==> src/hw/rtl/mbsu_pkg.sv <==
// shared types, constants and the data length table for the midi byte stream unpacker
// no dependencies; mbsu_decode and the top level take their names from here
package mbsu_pkg;

    localparam int LIMIT_W = 6;
    localparam logic [LIMIT_W-1:0] LIMIT_RESET = 6'd32;

    // stream byte codes
    localparam logic [7:0] STATUS_SYSEX = 8'hF0;
    localparam logic [7:0] STATUS_EOX   = 8'hF7;
    localparam logic [7:0] RT_MASK      = 8'hF8;
    localparam logic [3:0] SYS_NIBBLE   = 4'hF;

    // system common codes that carry data bytes
    localparam logic [3:0] SC_TIME_CODE  = 4'h1;
    localparam logic [3:0] SC_SONG_POS   = 4'h2;
    localparam logic [3:0] SC_SONG_SEL   = 4'h3;

    localparam logic KIND_SHORT = 1'b0;
    localparam logic KIND_SYSEX = 1'b1;

    // data bytes per channel voice status, indexed by status bits 6..4
    localparam logic [7:0][1:0] VOICE_LEN =
        {2'd0, 2'd2, 2'd1, 2'd1, 2'd2, 2'd2, 2'd2, 2'd2};

    typedef enum logic [2:0] {
        MODE_IDLE  = 3'b001,
        MODE_SHORT = 3'b010,
        MODE_SYSEX = 3'b100
    } t_mode;

    typedef struct packed {
        logic [7:0]  midi_byte;
        logic [63:0] arrival_time;
        logic [31:0] channel_group;
        logic        buffer_end;
    } t_in_item;

    typedef struct packed {
        logic        kind;
        logic [23:0] short_bytes;
        logic [1:0]  short_len;
        logic [7:0]  sysex_byte;
        logic        chunk_end;
        logic        chunk_continued;
        logic [63:0] event_time;
        logic [31:0] event_group;
        logic        last;
    } t_out_item;

    typedef struct packed {
        t_mode       mode;
        logic [7:0]  running_status;
        logic [23:0] short_buffer;
        logic [1:0]  short_fill;
        logic [1:0]  bytes_left;
        logic [63:0] start_time;
    } t_parse_state;

    localparam t_parse_state PARSE_RESET = '{
        mode:           MODE_IDLE,
        running_status: 8'h00,
        short_buffer:   24'h000000,
        short_fill:     2'd0,
        bytes_left:     2'd0,
        start_time:     64'h0
    };

    // work left to do for one accepted word, in emission order
    typedef struct packed {
        logic       wr_en;
        logic [7:0] wr_data;
        logic       rt_emit;
        logic       f1_en;
        logic       f1_cont;
        logic       f0_late;
        logic       short_emit;
        logic       f2_en;
    } t_plan;

    function automatic logic [1:0] data_count(input logic [7:0] st);
        logic [1:0] n;
        if (st[7:4] != SYS_NIBBLE) begin
            n = VOICE_LEN[st[6:4]];
        end else begin
            unique case (st[3:0])
                SC_TIME_CODE: n = 2'd1;
                SC_SONG_POS:  n = 2'd2;
                SC_SONG_SEL:  n = 2'd1;
                default:      n = 2'd0;
            endcase
        end
        return n;
    endfunction

endpackage

==> src/hw/rtl/mbsu_ram.sv <==
// generic single write port, single read port ram with registered read data
// no dependencies
module mbsu_ram #(
    parameter int WIDTH = 8,
    parameter int DEPTH = 32,
    localparam int AW = (DEPTH > 1) ? $clog2(DEPTH) : 1
) (
    input  logic             i_clk,
    input  logic             i_wr_en,
    input  logic [AW-1:0]    i_wr_addr,
    input  logic [WIDTH-1:0] i_wr_data,
    input  logic             i_rd_en,
    input  logic [AW-1:0]    i_rd_addr,
    output logic [WIDTH-1:0] o_rd_data
);

    logic [WIDTH-1:0] r_mem [DEPTH];
    logic [WIDTH-1:0] r_rd_data;

    always_ff @(posedge i_clk) begin
        if (i_wr_en) begin
            r_mem[i_wr_addr] <= i_wr_data;
        end
        if (i_rd_en) begin
            r_rd_data <= r_mem[i_rd_addr];
        end
    end

    assign o_rd_data = r_rd_data;

endmodule

==> src/hw/rtl/mbsu_decode.sv <==
// parser step: next parse state, chunk memory write and the list of results for one word
// depends on mbsu_pkg
module mbsu_decode #(
    parameter int CHUNK_DEPTH = 32,
    localparam int FW = $clog2(CHUNK_DEPTH + 1),
    localparam int AW = $clog2(CHUNK_DEPTH)
) (
    input  logic [7:0]                    i_byte,
    input  logic [63:0]                   i_time,
    input  logic                          i_end,
    input  logic [mbsu_pkg::LIMIT_W-1:0]  i_limit,
    input  mbsu_pkg::t_parse_state        i_state,
    input  logic [FW-1:0]                 i_fill,
    output mbsu_pkg::t_parse_state        o_state,
    output logic [FW-1:0]                 o_fill,
    output mbsu_pkg::t_plan               o_plan,
    output logic [AW-1:0]                 o_wr_addr,
    output logic [FW-1:0]                 o_f1_cnt,
    output logic [FW-1:0]                 o_f2_cnt
);

    localparam int LW    = mbsu_pkg::LIMIT_W;
    localparam int CMP_W = (FW > LW) ? FW + 1 : LW + 1;

    logic          is_rt;
    logic          in_sysex;
    logic          has_room;
    logic          pass;
    logic          keep;
    logic [FW-1:0] fill_put;
    logic [LW-1:0] lim_eff;

    // zero limit acts as one, large limits saturate at the memory depth
    always_comb begin
        if (i_limit == '0) begin
            lim_eff = LW'(1);
        end else if (i_limit > LW'(CHUNK_DEPTH)) begin
            lim_eff = LW'(CHUNK_DEPTH);
        end else begin
            lim_eff = i_limit;
        end
    end

    assign is_rt    = (i_byte & mbsu_pkg::RT_MASK) == mbsu_pkg::RT_MASK;
    assign in_sysex = i_state.mode == mbsu_pkg::MODE_SYSEX;
    assign has_room = i_fill < FW'(CHUNK_DEPTH);
    assign fill_put = has_room ? i_fill + FW'(1) : i_fill;

    always_comb begin
        o_state   = i_state;
        o_fill    = i_fill;
        o_plan    = '0;
        o_wr_addr = i_fill[AW-1:0];
        o_f1_cnt  = i_fill;
        o_f2_cnt  = '0;
        pass      = 1'b1;
        keep      = 1'b1;

        // realtime bytes and bytes inside sysex
        if (is_rt) begin
            o_plan.rt_emit = 1'b1;
            pass           = 1'b0;
            if (in_sysex && i_fill != '0) begin
                o_plan.f1_en   = 1'b1;
                o_plan.f1_cont = 1'b1;
                o_f1_cnt       = i_fill;
                o_fill         = '0;
            end
        end else if (in_sysex) begin
            o_plan.wr_en = has_room;
            o_f1_cnt     = fill_put;
            o_fill       = fill_put;
            if (!i_byte[7]) begin
                o_plan.wr_data = i_byte;
                pass           = 1'b0;
                if (CMP_W'(fill_put) >= CMP_W'(lim_eff)) begin
                    o_plan.f1_en   = 1'b1;
                    o_plan.f1_cont = 1'b1;
                    o_fill         = '0;
                end
            end else begin
                // status byte closes the sysex, stamped with an end marker
                o_plan.wr_data = mbsu_pkg::STATUS_EOX;
                o_plan.f1_en   = 1'b1;
                o_fill         = '0;
                o_state.mode   = mbsu_pkg::MODE_IDLE;
                if (i_byte == mbsu_pkg::STATUS_EOX) begin
                    pass = 1'b0;
                end
            end
        end

        if (pass) begin
            if (i_byte == mbsu_pkg::STATUS_SYSEX) begin
                o_state.start_time = i_time;
                o_state.mode       = mbsu_pkg::MODE_SYSEX;
                o_fill             = FW'(1);
                if (o_plan.f1_en) begin
                    // memory still holds the chunk being flushed
                    o_plan.f0_late = 1'b1;
                end else begin
                    o_plan.wr_en   = 1'b1;
                    o_plan.wr_data = mbsu_pkg::STATUS_SYSEX;
                    o_wr_addr      = '0;
                end
            end else if (i_byte[7]) begin
                o_state.short_buffer   = {16'h0000, i_byte};
                o_state.short_fill     = 2'd1;
                o_state.bytes_left     = mbsu_pkg::data_count(i_byte);
                o_state.start_time     = i_time;
                o_state.mode           = mbsu_pkg::MODE_SHORT;
                o_state.running_status =
                    (i_byte[7:4] != mbsu_pkg::SYS_NIBBLE) ? i_byte : 8'h00;
            end else begin
                if (o_state.mode != mbsu_pkg::MODE_SHORT) begin
                    if (i_state.running_status == 8'h00) begin
                        keep = 1'b0;
                    end else begin
                        o_state.short_buffer = {16'h0000, i_state.running_status};
                        o_state.short_fill   = 2'd1;
                        o_state.bytes_left   = mbsu_pkg::data_count(i_state.running_status);
                        o_state.start_time   = i_time;
                        o_state.mode         = mbsu_pkg::MODE_SHORT;
                    end
                end
                if (keep && o_state.short_fill != 2'd3 && o_state.bytes_left != 2'd0) begin
                    unique case (o_state.short_fill)
                        2'd1:    o_state.short_buffer[15:8]  = o_state.short_buffer[15:8] | i_byte;
                        2'd2:    o_state.short_buffer[23:16] = o_state.short_buffer[23:16] | i_byte;
                        default: o_state.short_buffer[7:0]   = o_state.short_buffer[7:0] | i_byte;
                    endcase
                    o_state.short_fill = o_state.short_fill + 2'd1;
                    o_state.bytes_left = o_state.bytes_left - 2'd1;
                end
            end
            if (o_state.mode == mbsu_pkg::MODE_SHORT && o_state.bytes_left == 2'd0) begin
                o_plan.short_emit = 1'b1;
                o_state.mode      = mbsu_pkg::MODE_IDLE;
            end
        end

        // end of buffer pushes out what sysex has gathered
        if (i_end && o_state.mode == mbsu_pkg::MODE_SYSEX && o_fill != '0) begin
            o_plan.f2_en = 1'b1;
            o_f2_cnt     = o_fill;
            o_fill       = '0;
        end
    end

endmodule

==> src/hw/rtl/midi_byte_stream_unpacker_unit.sv <==
// midi byte stream unpacker top level: parser registers, chunk memory and result sequencer
// a word is taken only while the sequencer is idle; a short or realtime event then goes from its
// sequencer state into the output register once that register is free, and a flush reads each
// chunk byte from memory (ST_RD), then loads it into the output register (ST_WAIT); a sysex
// opening behind a flush passes through ST_F0 to write its start byte into the memory
// reset (synchronous, active low) clears parser and sequencer, limit to 32; memory not cleared
module midi_byte_stream_unpacker_unit #(
    parameter int CHUNK_DEPTH = 32
) (
    input  logic                          i_clk,
    input  logic                          i_rst_n,
    // input words
    input  logic                          i_in_valid,
    output logic                          o_in_stall,
    input  mbsu_pkg::t_in_item            i_in_item,
    // result words
    output logic                          o_out_valid,
    input  logic                          i_out_stall,
    output mbsu_pkg::t_out_item           o_out_item,
    // chunk limit register
    input  logic                          i_cfg_valid,
    output logic                          o_cfg_ready,
    input  logic [mbsu_pkg::LIMIT_W-1:0]  i_cfg_data
);

    localparam int FW = $clog2(CHUNK_DEPTH + 1);
    localparam int AW = $clog2(CHUNK_DEPTH);

    // sequencer: results go out in the order realtime, first flush, short, end flush
    typedef enum logic [5:0] {
        ST_IDLE  = 6'b000001,
        ST_RT    = 6'b000010,
        ST_RD    = 6'b000100,
        ST_WAIT  = 6'b001000,
        ST_F0    = 6'b010000,
        ST_SHORT = 6'b100000
    } t_seq;

    function automatic t_seq pick(input mbsu_pkg::t_plan p);
        t_seq s;
        priority if (p.rt_emit) begin
            s = ST_RT;
        end else if (p.f1_en) begin
            s = ST_RD;
        end else if (p.f0_late) begin
            s = ST_F0;
        end else if (p.short_emit) begin
            s = ST_SHORT;
        end else if (p.f2_en) begin
            s = ST_RD;
        end else begin
            s = ST_IDLE;
        end
        return s;
    endfunction

    t_seq                           r_seq, n_seq;
    mbsu_pkg::t_parse_state         r_st;
    logic [FW-1:0]                  r_fill;
    mbsu_pkg::t_plan                r_plan, n_plan;
    logic [FW-1:0]                  r_idx, n_idx;
    logic [FW-1:0]                  r_f1_cnt, r_f2_cnt;
    logic [63:0]                    r_f1_time;
    logic [7:0]                     r_rt_byte;
    logic [63:0]                    r_rt_time;
    logic [31:0]                    r_group;
    logic [mbsu_pkg::LIMIT_W-1:0]   r_limit;
    logic                           r_out_valid, n_out_valid;
    mbsu_pkg::t_out_item            r_out, n_out;

    mbsu_pkg::t_parse_state         dec_st;
    logic [FW-1:0]                  dec_fill;
    mbsu_pkg::t_plan                dec_plan;
    logic [AW-1:0]                  dec_wr_addr;
    logic [FW-1:0]                  dec_f1_cnt;
    logic [FW-1:0]                  dec_f2_cnt;

    logic                           in_accept;
    logic                           slot_free;
    logic                           out_load;
    logic                           fl_first;
    logic [FW-1:0]                  fl_cnt;
    logic                           fl_cont;
    logic [63:0]                    fl_time;
    logic                           fl_final;
    logic                           mem_wr_en;
    logic [AW-1:0]                  mem_wr_addr;
    logic [7:0]                     mem_wr_data;
    logic                           mem_rd_en;
    logic [7:0]                     mem_rd_data;

    assign in_accept   = i_in_valid && !o_in_stall;
    assign o_in_stall  = r_seq != ST_IDLE;
    assign o_cfg_ready = r_seq == ST_IDLE;
    assign o_out_valid = r_out_valid;
    assign o_out_item  = r_out;

    // output register frees up when empty or being taken this cycle
    assign slot_free = !r_out_valid || !i_out_stall;

    // the first flush runs off the count and time captured at accept, the end flush
    // off the state left after the word
    assign fl_first = r_plan.f1_en;
    assign fl_cnt   = fl_first ? r_f1_cnt : r_f2_cnt;
    assign fl_cont  = fl_first ? r_plan.f1_cont : 1'b1;
    assign fl_time  = fl_first ? r_f1_time : r_st.start_time;
    assign fl_final = (r_idx + FW'(1)) == fl_cnt;

    mbsu_decode #(
        .CHUNK_DEPTH (CHUNK_DEPTH)
    ) u_decode (
        .i_byte    (i_in_item.midi_byte),
        .i_time    (i_in_item.arrival_time),
        .i_end     (i_in_item.buffer_end),
        .i_limit   (r_limit),
        .i_state   (r_st),
        .i_fill    (r_fill),
        .o_state   (dec_st),
        .o_fill    (dec_fill),
        .o_plan    (dec_plan),
        .o_wr_addr (dec_wr_addr),
        .o_f1_cnt  (dec_f1_cnt),
        .o_f2_cnt  (dec_f2_cnt)
    );

    // chunk store: one byte per entry, read back in order during a flush
    mbsu_ram #(
        .WIDTH (8),
        .DEPTH (CHUNK_DEPTH)
    ) u_chunk_ram (
        .i_clk     (i_clk),
        .i_wr_en   (mem_wr_en),
        .i_wr_addr (mem_wr_addr),
        .i_wr_data (mem_wr_data),
        .i_rd_en   (mem_rd_en),
        .i_rd_addr (r_idx[AW-1:0]),
        .o_rd_data (mem_rd_data)
    );

    always_comb begin
        n_seq       = r_seq;
        n_plan      = r_plan;
        n_idx       = r_idx;
        n_out       = r_out;
        n_out_valid = r_out_valid && i_out_stall;
        out_load    = 1'b0;
        mem_rd_en   = 1'b0;
        mem_wr_en   = 1'b0;
        mem_wr_addr = dec_wr_addr;
        mem_wr_data = dec_plan.wr_data;

        unique case (r_seq)
            ST_IDLE: begin
                if (in_accept) begin
                    // data byte, sysex start byte or end marker goes into the store while the word is taken
                    mem_wr_en = dec_plan.wr_en;
                    n_plan    = dec_plan;
                    n_seq     = pick(dec_plan);
                end
            end
            ST_RT: begin
                if (slot_free) begin
                    out_load = 1'b1;
                    n_out    = '{
                        kind:            mbsu_pkg::KIND_SHORT,
                        short_bytes:     {16'h0000, r_rt_byte},
                        short_len:       2'd1,
                        sysex_byte:      8'h00,
                        chunk_end:       1'b0,
                        chunk_continued: 1'b0,
                        event_time:      r_rt_time,
                        event_group:     r_group,
                        last:            !(r_plan.f1_en || r_plan.short_emit || r_plan.f2_en)
                    };
                    n_plan.rt_emit = 1'b0;
                    n_seq          = pick(n_plan);
                end
            end
            ST_RD: begin
                mem_rd_en = 1'b1;
                n_seq     = ST_WAIT;
            end
            ST_WAIT: begin
                if (slot_free) begin
                    out_load = 1'b1;
                    n_out    = '{
                        kind:            mbsu_pkg::KIND_SYSEX,
                        short_bytes:     24'h000000,
                        short_len:       2'd0,
                        sysex_byte:      mem_rd_data,
                        chunk_end:       fl_final,
                        chunk_continued: fl_cont,
                        event_time:      fl_time,
                        event_group:     r_group,
                        last:            fl_final && !(fl_first &&
                                         (r_plan.short_emit || r_plan.f2_en))
                    };
                    if (fl_final) begin
                        n_idx = '0;
                        if (fl_first) begin
                            n_plan.f1_en = 1'b0;
                        end else begin
                            n_plan.f2_en = 1'b0;
                        end
                        n_seq = pick(n_plan);
                    end else begin
                        n_idx = r_idx + FW'(1);
                        n_seq = ST_RD;
                    end
                end
            end
            ST_F0: begin
                // new sysex opens once the old chunk has been read out
                mem_wr_en      = 1'b1;
                mem_wr_addr    = '0;
                mem_wr_data    = mbsu_pkg::STATUS_SYSEX;
                n_plan.f0_late = 1'b0;
                n_seq          = pick(n_plan);
            end
            ST_SHORT: begin
                if (slot_free) begin
                    out_load = 1'b1;
                    n_out    = '{
                        kind:            mbsu_pkg::KIND_SHORT,
                        short_bytes:     r_st.short_buffer,
                        short_len:       r_st.short_fill,
                        sysex_byte:      8'h00,
                        chunk_end:       1'b0,
                        chunk_continued: 1'b0,
                        event_time:      r_st.start_time,
                        event_group:     r_group,
                        last:            !r_plan.f2_en
                    };
                    n_plan.short_emit = 1'b0;
                    n_seq             = pick(n_plan);
                end
            end
            default: begin
                n_seq = ST_IDLE;
            end
        endcase

        if (out_load) begin
            n_out_valid = 1'b1;
        end
    end

    // control state
    always_ff @(posedge i_clk) begin
        if (!i_rst_n) begin
            r_seq       <= ST_IDLE;
            r_st        <= mbsu_pkg::PARSE_RESET;
            r_fill      <= '0;
            r_plan      <= '0;
            r_idx       <= '0;
            r_limit     <= mbsu_pkg::LIMIT_RESET;
            r_out_valid <= 1'b0;
        end else begin
            r_seq       <= n_seq;
            r_plan      <= n_plan;
            r_idx       <= n_idx;
            r_out_valid <= n_out_valid;
            if (in_accept) begin
                r_st   <= dec_st;
                r_fill <= dec_fill;
            end
            if (i_cfg_valid && o_cfg_ready) begin
                r_limit <= i_cfg_data;
            end
        end
    end

    // payload captured per word and the output item, no reset needed
    always_ff @(posedge i_clk) begin
        r_out <= n_out;
        if (in_accept) begin
            r_f1_cnt  <= dec_f1_cnt;
            r_f2_cnt  <= dec_f2_cnt;
            r_f1_time <= r_st.start_time;
            r_rt_byte <= i_in_item.midi_byte;
            r_rt_time <= i_in_item.arrival_time;
            r_group   <= i_in_item.channel_group;
        end
    end

`ifndef SYNTHESIS
    a_fill_bound: assert property (@(posedge i_clk) disable iff (!i_rst_n)
        r_fill <= FW'(CHUNK_DEPTH))
        else $error("chunk fill beyond store depth");

    a_flush_index: assert property (@(posedge i_clk) disable iff (!i_rst_n)
        (r_seq == ST_WAIT) |-> (r_idx < fl_cnt))
        else $error("flush read index past chunk length");

    a_last_ends_word: assert property (@(posedge i_clk) disable iff (!i_rst_n)
        (out_load && n_out.last) |=> (r_seq == ST_IDLE || r_seq == ST_F0))
        else $error("result marked last but more results pending");

    a_short_open: assert property (@(posedge i_clk) disable iff (!i_rst_n)
        (r_seq == ST_IDLE && r_st.mode == mbsu_pkg::MODE_SHORT) |->
        (r_st.bytes_left != 2'd0 && r_st.short_fill != 2'd0))
        else $error("open short message with nothing left to collect");
`endif

endmodule
==> config.mk <==
export PLATFORM = sky130hd
export DESIGN_NAME = midi_byte_stream_unpacker_unit
export DESIGN_NICKNAME = d
export VERILOG_FILES = /design/src/hw/rtl/mbsu_pkg.sv /design/src/hw/rtl/mbsu_ram.sv /design/src/hw/rtl/mbsu_decode.sv /design/src/hw/rtl/midi_byte_stream_unpacker_unit.sv
export SDC_FILE = /design/constraint.sdc
export NUM_CORES = 1
export LEC_CHECK = 0
export BUFFER_PORTS_ARGS = -buffer_cell sky130_fd_sc_hd__buf_2
export CAP_MARGIN = 40
export CORE_AREA = 2 2 266 268
export CTS_BUF_LIST = sky130_fd_sc_hd__clkbuf_16
export CTS_CLUSTER_SIZE = 8
export DETAILED_ROUTE_END_ITERATION = 8
export DIE_AREA = 0 0 268 270
export SLEW_MARGIN = 20
export SYNTH_ARGS = -nofsm -noshare
export SYNTH_HDL_FRONTEND = slang
export SYNTH_SLANG_ARGS = --single-unit
==> constraint.sdc <==
create_clock -name i_clk -period 16 [get_ports i_clk]
set_input_delay 3.2 -clock i_clk [delete_from_list [all_inputs] [get_ports i_clk]]
set_output_delay 3.2 -clock i_clk [all_outputs]
set_load 0.05 [all_outputs]
# == Word level (Yosys, flattened, before mapping) ==
# Memory sizes are Yosys's and may differ from the RTL's. A register that Yosys moved wholly into a read port is not among the register bits.
# Cells that the tools add are included.
# totals
ff_bits,448
ramBits,256
rom_bits,32
input_bits,116
elab_cells,267
n_memories,3
# classes
n_addsub,4
order_cmp,5
eq_ne,35
n_mux,137
n_bitwise,3
reduce_logical,48
# memory_table
memory,depth,word_bits,read_ports,rd_clocked_by_memory_dff,wr,line,text
u_chunk_ram.r_mem,32,8,1,1,1,mbsu_ram.sv:17,logic [WIDTH-1:0] r_mem [DEPTH];
(name not given),8,2,1,1,0,mbsu_pkg.sv:84,n = VOICE_LEN[st[6:4]];
(name not given),8,2,1,0,0,mbsu_pkg.sv:84,
# ops
cell,n
2-to-1 mux 92 bit,6
2-to-1 mux 134 bit,3
one-hot mux 134 bit (3 select lines),1
2-to-1 mux 6 bit,37
2-to-1 mux 64 bit,2
2-to-1 mux 103 bit,1
2-to-1 mux 36 bit,2
2-to-1 mux 8 bit,7
2-to-1 mux 9 bit,5
2-to-1 mux 3 bit,14
2-to-1 mux 1 bit,36
one-hot mux 6 bit (6 select lines),1
2-to-1 mux 28 bit,1
bitwise OR 8 bit,3
2-to-1 mux 5 bit,4
AND reduction 4 bit,5
2-to-1 mux 2 bit,9
equality test 4 x 2 -> 1 bit (second input constant),4
equality test 8 bit (second input constant),2
!= test 4 bit (second input constant),4
!= test 2 bit (second input constant),7
adder 6 x 1 -> 6 bit (second input constant),2
one-hot mux 1 bit (2 select lines),6
nonzero test 6 bit,2
35 further kinds,68

# == Depth between registers and ports, before layout ==
# Gate-level depths: netlist (run 1).
# depth
ltp_word,31
depth_mapped,13
mapped_depth_nobuf,12

# == Modules after synthesis ==
# Synthesis (run 1) repeated with hierarchy kept, for this count alone.
# hier_totals
cells_unflattened,2001
area_unflattened_um2,29096.7
# by_module_without_submodules
mod,instances,cells_each,area_per_inst_um2
midi_byte_stream_unpacker_unit,1,1222,16320.7
mbsu_ram,1,417,10133.5
mbsu_decode,1,362,2642.5

# == Worst setup path before layout (run 1) ==
# Ideal clock, no wire load.
# synth_path
kind,input port to flip-flop
from,in i_out_stall
to,reg r_out (netlist bit o_out_item[0]) (enable)
setup_ns,0.672
arrival_ns,9.506
slack_ns,5.822
path_stages,1
path_buffers,0
path_cell_list,a21oi_1
# synth_between
elab_chain_len,4
elab_cells_between_ends,6
cone_classes,eq/ne: 3; reduce/logical: 3
# synth_rtl
item,line,text
"start, declared",midi_byte_stream_unpacker_unit.sv:18,"input logic i_out_stall,"
zero test 1 bit (*),midi_byte_stream_unpacker_unit.sv:99,assign slot_free = !r_out_valid || !i_out_stall;
logical OR 1 bit (*),midi_byte_stream_unpacker_unit.sv:99,
!= test 2 bit (no line),-,
AND reduction 4 bit (no line) (*),-,
"end signal, assigned",midi_byte_stream_unpacker_unit.sv:275,r_out <= n_out;
"end, declared",midi_byte_stream_unpacker_unit.sv:69,"mbsu_pkg::t_out_item r_out, n_out;"
# Mark *: on every way between the ends. The rest lies on a longest branch, timed or not.
# A chain may end at the register's enable or synchronous reset.

# == Worst setup path after layout (run 1) ==
# layout_path
from,in i_in_item[104] in the netlist's numbering
to,mem u_chunk_ram.r_mem[0][7] (enable)
# layout_between
elab_chain_len,10
elab_cells_between_ends,22
cone_classes,eq/ne: 3; mux: 19
# layout_rtl
item,line,text
"start, declared",midi_byte_stream_unpacker_unit.sv:15,"input mbsu_pkg::t_in_item i_in_item,"
equality test 8 bit / 2-to-1 mux 1 bit (equally long branches),"mbsu_decode.sv:87, mbsu_decode.sv:73",
2-to-1 mux 1 bit / 2-to-1 mux 2 bit (equally long branches),"mbsu_decode.sv:87, mbsu_decode.sv:69",
2-to-1 mux 1 bit / 2-to-1 mux 2 bit (equally long branches),"mbsu_decode.sv:73, mbsu_decode.sv:60",
2-to-1 mux 1 bit / 2-to-1 mux 9 bit (equally long branches),"mbsu_decode.sv:69, mbsu_decode.sv:98",
2-to-1 mux 1 bit / 2-to-1 mux 9 bit (equally long branches),"mbsu_decode.sv:60, mbsu_decode.sv:94",
2-to-1 mux 9 bit,mbsu_decode.sv:93,if (pass) begin
2-to-1 mux 1 bit,midi_byte_stream_unpacker_unit.sv:154,if (in_accept) begin
one-hot mux 1 bit (2 select lines),midi_byte_stream_unpacker_unit.sv:152,unique case (r_seq)
2-to-1 mux 1 bit,mbsu_ram.sv:21,if (i_wr_en) begin
2-to-1 mux 1 bit (not written as such),mbsu_ram.sv:22,r_mem[i_wr_addr] <= i_wr_data;
"end, declared",mbsu_ram.sv:17,
# Parallel ways exist; a longest one is shown, timed or not.

==> qor.csv, run 1 <==
stage;metric;value;unit
grt;met1 Use GR;24.1;%
critical_path;FF-to-FF Start;r_fill[2];
run;max-cap violations;0;
yosys;Avg Inst Size Synth;15.3;sq um
yosys;Post-synth EDFFs;578;
clock_network;Hold Buf Count CTS;0;
power_and_ir_drop;PwrDens;130;nW/um^2
grt;GRT Total Usage;17.9;%
critical_path;reg2reg setup slack;11.42;ns
grt;grt peak-use layer;met2;
clock_network;clk buf depth;3;
min_path;hold path endpoint;o_out_item[14];
placement;port bufs;252;
route;DRT antenna net count;0;
clock_network;Clock Sink Count;714;
floorplan;Initial Util;39.7;%
critical_path;Worst R2R End;u_chunk_ram.r_mem[0][7];
outcome;failing checks;design-rule violations;
timing;final period demand of the worst path;6.02;ns
min_path;type of the most critical hold path;register to register;
yosys;Yosys top cell by area;edfxtp_1;
route;wirelength, routed;66200;um
placement;hpwl dp;41300;um
route;number of vias per cell;5.41;
clock_network;post-CTS resize count;0;
critical_path;critical path type;input pin to register;
grt;met3 usage;3.41;%
yosys;Mapped Cells;1806;
critical_path;Reg2Reg Depth;11;
timing;endpoints failing setup;0;
yosys;total of warnings raised by yosys;0;
clock_network;Clk Latency, worst-skew pair;0.66;ns
yosys;Async SR Flop Fraction;0;%
floorplan;# IOs;253;
timing;Final TNS setup;0;ns
clock_network;CTS tree;done;
route;via count;16920;
yosys;post-synth top area share;62.9;%
min_path;HP Start;r_group[13];
timing;Slew @ Worst Pin;0.968;ns
grt;first-pass GRT wire length;101000;um
outcome;status;complete, but fails checks;
critical_path;Crit. End Element;register;
yosys;Synth Net Count;1935;
timing;final count of hold timing violations;0;
route;# DRC;20;
final_layout;Final #Nets;2238;
route;TritonRoute pass-1 iters;9;
clock_network;clk slew on worst S/H paths;0.05;ns
clock_network;Setup Fix Bufs, Post-CTS;0;
timing;Final period util;37.6;%
floorplan;die area;72400;sq um
grt;vias in the first global route;16876;
floorplan;Chip Height;270;um
final_layout;Post-Layout Cell Count;3127;
critical_path;Data arrival, critical path;6.26;ns
grt;initial antenna violation count;10;
grt;largest net degree at the start of global routing;65;
clock_network;H-tree levels;3;
final_layout;share of layout cells above drive strength 1;24.9;%
timing;final slew viol count;0;
critical_path;Worst EP required;16.24;ns
yosys;Seq cells post-synth;714;
floorplan;overall die width;268;um
power_and_ir_drop;maximum vdd drop;0.0000850;V
route;WL/cell;21.2;um
placement;Placed Instances;2933;
yosys;Synth cell types;78;
grt;GRT met2 Usage;29.5;%
route;DRT iter0 DRCs;1660;
critical_path;CP Max Fanout;34;
yosys;register area share after synthesis;72.8;%
critical_path;CP startpoint kind;input pin;
floorplan;Core Area;69500;sq um
timing;fmax;0.166;GHz
yosys;dominant synthesized flop cell;edfxtp_1;
yosys;Synth area leaders;edfxtp_1 (63%), dfxtp_1 (9.9%), mux4_2 (6.5%);
min_path;hold depth;0;
yosys;synthesized cell area;27600;sq um
clock_network;CTS root buf;clkbuf_16;
floorplan;std cell rows;97;
power_and_ir_drop;Leak Pwr;12.0;nW
final_layout;area grow syn2layout;20.5;%
placement;GP Congestion;0.859;
grt;grt ovf;0;
timing;RSZ-0062 raised after global routing;no;
timing;slew margin rel.;35.3;%
timing;Final Skew;0.0748;ns
clock_network;CTS buffer count;99;
==> placed cells by master (no fill, tap or decap), drive strengths merged, types with 13 or more instances in the layout <==
cell type | synthesis | layout
a21oi | 108 | 108
a222oi | 64 | 64
a22o | 14 | 14
a22oi | 23 | 23
and2 | 21 | 21
and3 | 20 | 20
buf | 21 | 310
clkbuf | 87 | 99
dfxtp | 136 | 136
edfxtp | 578 | 578
ha | 13 | 13
inv | 92 | 162
mux4 | 80 | 80
nand2 | 187 | 187
nand3 | 21 | 21
nor2 | 95 | 95
nor3 | 20 | 20
o21ai | 33 | 33
==> per-layer routing <==
layer / wire, um / share of wire [%]
met1: 27400 / 41
met5: 83 / 0.13
met2: 32200 / 49
met4: 1430 / 2.2
met3: 5080 / 7.7
==> area by class of cell <==
cell class / count / area [sq um]
well taps: 940 / 1180
diodes: 4 / 10.0
multi-input cells: 890 / 6850
repair buffers: 310 / 1880
fillers: 5960 / 36300
inverters: 94 / 359
flip-flops and latches: 714 / 20100
clock inverters: 76 / 413
clock buffers: 99 / 2480
==> worst max path at each step <==
stage | slack [ns] | endpoint | depth (start not counted) | from
floorplan | 5.82 | o_out_item[0] | 1 | i_out_stall
global placement | 9.15 | u_chunk_ram.r_mem[3][7] | 6 | i_in_item[104]
detailed placement | 9.40 | u_chunk_ram.r_mem[0][3] | 7 | i_in_item[104]
CTS | 10.07 | u_chunk_ram.r_mem[0][7] | 7 | i_in_item[104]
global route | 9.67 | u_chunk_ram.r_mem[0][7] | 7 | i_in_item[104]
finish | 9.98 | u_chunk_ram.r_mem[0][7] | 7 | i_in_item[104]
==> registers in the layout (all words and copies together) (netlist names), 8 cells and up, named ones only <==
signal and count:
u_chunk_ram.r_mem 256, o_out_item 134, r_st 103, r_f1_time 64, r_rt_time 64, r_group 32
r_rt_byte 8, u_chunk_ram.o_rd_data 8
==> metrics by stage <==
step                      worst slack (ns)  total power (W)  utilization [%]  hold slack, ns  cell area (sq um)
after floorplan                       5.82          0.00238                -           0.400              27600
after global placement                9.15          0.00247             43.1           0.401              30000
after detailed placement              9.40          0.00248             43.4           0.405              30100
after CTS                            10.07          0.00436             47.5           0.414              33000
after global routing                  9.67          0.00448             47.8           0.421              33200
final                                 9.98          0.00432             47.8           0.413              33300
==> logic make-up (layout without fill, tap and decap cells) <==
group                    Yosys count  after routing  synth area share, %
other                              0              4                    0
adder cells (fa/ha/maj)           13             13                0.589
multiplexers                     100            100                 7.30
XOR/XNOR                          17             17                0.539
flip-flops                       714            714                 72.8
AND/OR/NAND/NOR                  430            430                 7.34
buffers and inverters            202            579                 2.80
AO/OA/AOI/OAI                    330            330                 8.67
==> Yosys cell counts, types with 20 or more instances <==
cell	number
and3_1	20
a222oi_1	64
nand3_1	21
dfxtp_1	136
clkbuf_1	87
a22oi_1	23
nand2_1	187
a21oi_1	107
and2_1	21
nor2_1	95
o21ai_0	31
mux4_2	80
edfxtp_1	578
inv_1	89
==> critical path, cell delays in order <==
cell	delay (ns)
buf_2	0.47
nand4_1	0.50
nor3_2	0.68
buf_4	0.29
a21boi_0	0.27
o31a_1	0.24
a21oi_1	0.60
==> power breakdown <==
group	internal (W)	switching (W)	total (W)
combinational	0.0000929	0.000202	0.000295
clock	0.00111	0.000760	0.00187
sequential	0.00211	0.0000419	0.00216
Power figures use the tool's default switching activity.
==> run 2, diff against run 1 <==
--- a/config.mk
+++ b/config.mk
@@ -5,13 +5,14 @@
 export SDC_FILE = /design/constraint.sdc
 export NUM_CORES = 1
 export LEC_CHECK = 0
+export ABC_AREA = 1
 export BUFFER_PORTS_ARGS = -buffer_cell sky130_fd_sc_hd__buf_2
 export CAP_MARGIN = 40
-export CORE_AREA = 2 2 266 268
+export CORE_AREA = 2 2 273 275
 export CTS_BUF_LIST = sky130_fd_sc_hd__clkbuf_16
 export CTS_CLUSTER_SIZE = 8
 export DETAILED_ROUTE_END_ITERATION = 8
-export DIE_AREA = 0 0 268 270
+export DIE_AREA = 0 0 275 277
 export SLEW_MARGIN = 20
 export SYNTH_ARGS = -nofsm -noshare
 export SYNTH_HDL_FRONTEND = slang
==> constraint.sdc (replaced) <==
create_clock -name i_clk -period 5 [get_ports i_clk]
set_input_delay 1 -clock i_clk [delete_from_list [all_inputs] [get_ports i_clk]]
set_output_delay 1 -clock i_clk [all_outputs]
set_load 0.05 [all_outputs]
==> run 2 against run 1 <==
Synthesized cell count rose by 45%. Sequential cell count is the same. Die area grew 5.3%. Clock-buffer cell count stayed put. Core utilization down 1.1 points. First-iteration DRC count increased by 6.2%. Sequential share of layout area is 2.0 points lower. Sequential power increased to 3.3 times the previous value. The flow now finishes without violations. Worst hold slack improved by 0.0011 ns. Largest cell class unchanged. Critical path type is now register to register. Setup slack lost 9.5 ns. Critical path depth is 10 higher. Register-to-register slack got worse by 11 ns.
==> qor.csv, run 2 <==
stage;metric;value;unit;change
clock_network;CTS buffer count;99;;unchanged
timing;RSZ-0062 raised after global routing;no;;unchanged
clock_network;Clk Latency, worst-skew pair;0.67;ns;was 0.66 ns
min_path;HP Start;r_group[13];;unchanged
route;WL/cell;19.7;um;was 21.2 um
clock_network;Setup Fix Bufs, Post-CTS;0;;unchanged
timing;WHS;0.414;ns;was 0.413 ns
placement;hpwl dp;48500;um;was 41300 um
clock_network;CTS root buf;clkbuf_16;;unchanged
grt;vias in the first global route;20190;;was 16876
min_path;type of the most critical hold path;register to register;;unchanged
yosys;count leader, synth;edfxtp_1;;unchanged
floorplan;Chip Height;277;um;was 270 um
route;TritonRoute pass-1 iters;7;;was 9
clock_network;H-tree levels;3;;unchanged
route;DRT iter0 DRCs;1763;;was 1660
timing;endpoints failing setup;0;;unchanged
final_layout;Post-Layout Cell Count;3913;;was 3127
critical_path;critical path's largest stage delay;0.73;ns;was 0.68 ns
grt;initial antenna violation count;8;;was 10
timing;fmax;0.222;GHz;
placement;Placed Instances;3739;;was 2933
critical_path;Most common cell on crit path;inv_1;;
yosys;Post-synth EDFFs;578;;unchanged
power_and_ir_drop;Combinational Power Share;10.2;%;was 6.8%
yosys;post-synth top area share;59.9;%;was 62.9%
route;length of routed met2 wiring;38100;um;was 32200 um
floorplan;die area;76200;sq um;was 72400 sq um
final_layout;filler instances;6712;;was 5960
timing;Final period util;90.3;%;
power_and_ir_drop;P_int;0.0110;W;was 0.00332 W
route;DR top layer;met5;;unchanged
final_layout;commonest non-fill, non-tap cell in the layout;edfxtp_1;;unchanged
yosys;Synth cell types;54;;was 78
placement;GP Congestion;0.900;;was 0.859
final_layout;max reg flops;256;;unchanged
placement;port bufs;252;;unchanged
timing;Slew @ Worst Pin;1.09;ns;was 0.968 ns
floorplan;# IOs;253;;unchanged
yosys;register area share after synthesis;69.3;%;was 72.8%
final_layout;area of the multi-input gates;7600;sq um;was 6850 sq um
critical_path;Worst EP required;5.26;ns;was 16.24 ns
power_and_ir_drop;clock power share;41.2;%;was 43.3%
route;wirelength, routed;77200;um;was 66200 um
timing;Final TNS setup;0;ns;unchanged
clock_network;CTS tree;done;;unchanged
timing;slew margin rel.;27.4;%;was 35.3%
power_and_ir_drop;switching power total;0.00376;W;was 0.00100 W
yosys;Synth Net Count;2741;;was 1935
route;via count;20684;;was 16920
clock_network;clk buf depth;3;;unchanged
timing;final slew viol count;0;;unchanged
critical_path;critical path type;register to register;;was input pin to register
route;M1 WL;31900;um;was 27400 um
clock_network;post-CTS resize count;0;;unchanged
route;DR WL met3;5420;um;was 5080 um
final_layout;Final #Nets;3001;;was 2238
yosys;top cells by count, synth;edfxtp_1 (578), nand2_1 (412), nor2_1 (360);;was edfxtp_1 (578), nand2_1 (187), dfxtp_1 (136)
critical_path;FF-to-FF Start;r_fill[0];;was r_fill[2]
clock_network;clk slew on worst S/H paths;0.06;ns;was 0.05 ns
yosys;synthesized cell area;29000;sq um;was 27600 sq um
power_and_ir_drop;Seq pwr share;48.6;%;was 49.9%
final_layout;Biggest register;u_chunk_ram.r_mem;;unchanged
floorplan;Initial Util;39.4;%;was 39.7%
power_and_ir_drop;maximum vdd drop;0.000355;V;was 0.0000850 V
clock_network;Hold Buf Count CTS;0;;unchanged
critical_path;CP Cell Sequence;inv_1 > ha_1 > nand2_1 > o21ai_0 > ha_1 > nand2_1 > nor3_1 > inv_1 > nand4_1 > inv_1 > o21ai_2 > nor2_1 > inv_1 > nand2_2 > nor2_1 > nand3_1 > nor2_1;;was buf_2 > nand4_1 > nor3_2 > buf_4 > a21boi_0 > o31a_1 > a21oi_1
power_and_ir_drop;sw frac;25.5;%;was 23.2%
clock_network;Clock Sink Count;714;;unchanged
yosys;Avg Inst Size Synth;11.1;sq um;was 15.3 sq um
yosys;Mapped Cells;2612;;was 1806
final_layout;most frequent cells in the layout;edfxtp_1 (578), nand2_1 (412), nor2_1 (360), o21ai_0 (318), buf_2 (252);;was edfxtp_1 (578), buf_2 (254), nand2_1 (187), inv_1 (157), dfxtp_1 (133)
yosys;Seq cells post-synth;714;;unchanged
run;max-cap violations;0;;unchanged
floorplan;overall die width;275;um;was 268 um
route;# DRC;0;;was 20
power_and_ir_drop;Leak Pwr;12.7;nW;was 12.0 nW
floorplan;std cell rows;100;;was 97
final_layout;share of layout cells above drive strength 1;16.2;%;was 24.9%
timing;Final Skew;0.0405;ns;was 0.0748 ns
critical_path;Crit. End Element;register;;unchanged
yosys;total of warnings raised by yosys;0;;unchanged
final_layout;Final Core Density;46.7;%;was 47.8%
grt;largest net degree at the start of global routing;155;;was 65
floorplan;Core Area;73600;sq um;was 69500 sq um
critical_path;CP Max Fanout;10;;was 34
yosys;Synth area leaders;edfxtp_1 (60%), dfxtp_1 (9.4%), o21ai_0 (5.5%);;was edfxtp_1 (63%), dfxtp_1 (9.9%), mux4_2 (6.5%)
timing;final count of hold timing violations;0;;unchanged
yosys;Yosys top cell by area;edfxtp_1;;unchanged
critical_path;slowest stage cell, crit path;nor2_1;;was nor3_2
power_and_ir_drop;PwrDens;429;nW/um^2;was 130 nW/um^2
critical_path;Data arrival, critical path;4.78;ns;was 6.26 ns
outcome;status;complete, no violations;;was complete, but fails checks
grt;GRT Total Usage;19.9;%;was 17.9%
final_layout;area grow syn2layout;18.7;%;was 20.5%
yosys;dominant synthesized flop cell;edfxtp_1;;unchanged
route;number of vias per cell;5.29;;was 5.41
final_layout;register area;20100;sq um;about the same
critical_path;CP Launch Point;r_fill[0];;was i_in_item[104]
yosys;Async SR Flop Fraction;0;%;unchanged
grt;first-pass GRT wire length;118000;um;was 101000 um
critical_path;CP startpoint kind;register;;was input pin
route;DRT antenna net count;0;;unchanged
timing;final period demand of the worst path;4.51;ns;
grt;grt ovf;0;;unchanged
## run 2: layout make-up
class                           count  share of cell area [%]
Clock inverter                     66                    1.16
Antenna cell                        8                  0.0582
Multi-Input combinational cell   1548                    22.1
Timing Repair Buffer              297                    5.16
Sequential cell                   714                    58.4
Inverter                          212                    2.38
Clock buffer                       99                    7.20
Tap cell                          969                    3.53
## run 2: final timing paths
kind	slack (ns)	endpoint	cells after the start
setup reg to reg	0.49	u_chunk_ram.r_mem[14][2]	17
hold / removal	0.41	o_out_item[14]	0
hold reg to reg	0.41	o_out_item[14]	0
setup / recovery	0.49	u_chunk_ram.r_mem[14][2]	17
## run 2: logic make-up after synthesis
family                     count (synthesis)  synth area share (%)
adders and majority gates                 13                 0.562
buffers and inverters                    350                  4.65
AOI/OAI and AO/OA                        575                  11.2
muxes                                      2                0.0691
DFF                                      714                  69.3
and+or+nand+nor                          947                  13.8
xor gates and xnor gates                  11                 0.333
## run 2: worst max-delay path, delay by kind of cell (launching register included)
family          cells  cell delay, ns
flops               1            0.55
fa+ha+maj           2            0.67
buf+inv             4            0.41
simple gates        9            2.13
compound gates      2            0.37
## run 2: layer usage
| layer | vias up | track usage, % |
|---|---|---|
| li1 | 9703 | - |
| met3 | 113 | 3.67 |
| met4 | 2 | 6.20 |
| met5 | - | 0 |
| met2 | 807 | 32.9 |
| met1 | 10059 | 26.5 |
## run 2: stage by stage
| stage | power, W | area (sq um) | setup WS, ns |
|---|---|---|---|
| finish | 0.0147 | 34400 | 0.486 |
| global route | 0.0153 | 34400 | 0.0695 |
| CTS | 0.0148 | 34300 | 0.511 |
| detailed placement | 0.00876 | 31500 | 0.530 |
| global placement | 0.00869 | 31300 | 0.720 |
| floorplan | 0.00825 | 29000 | 0.568 |
## run 2: power by group through the flow
stage,clock network (W),logic (W),registers (W)
after floorplan,0,0.000922,0.00733
after global placement,0,0.00145,0.00724
after detailed placement,0,0.00150,0.00726
after CTS,0.00618,0.00151,0.00715
after global routing,0.00643,0.00167,0.00719
final,0.00608,0.00150,0.00716
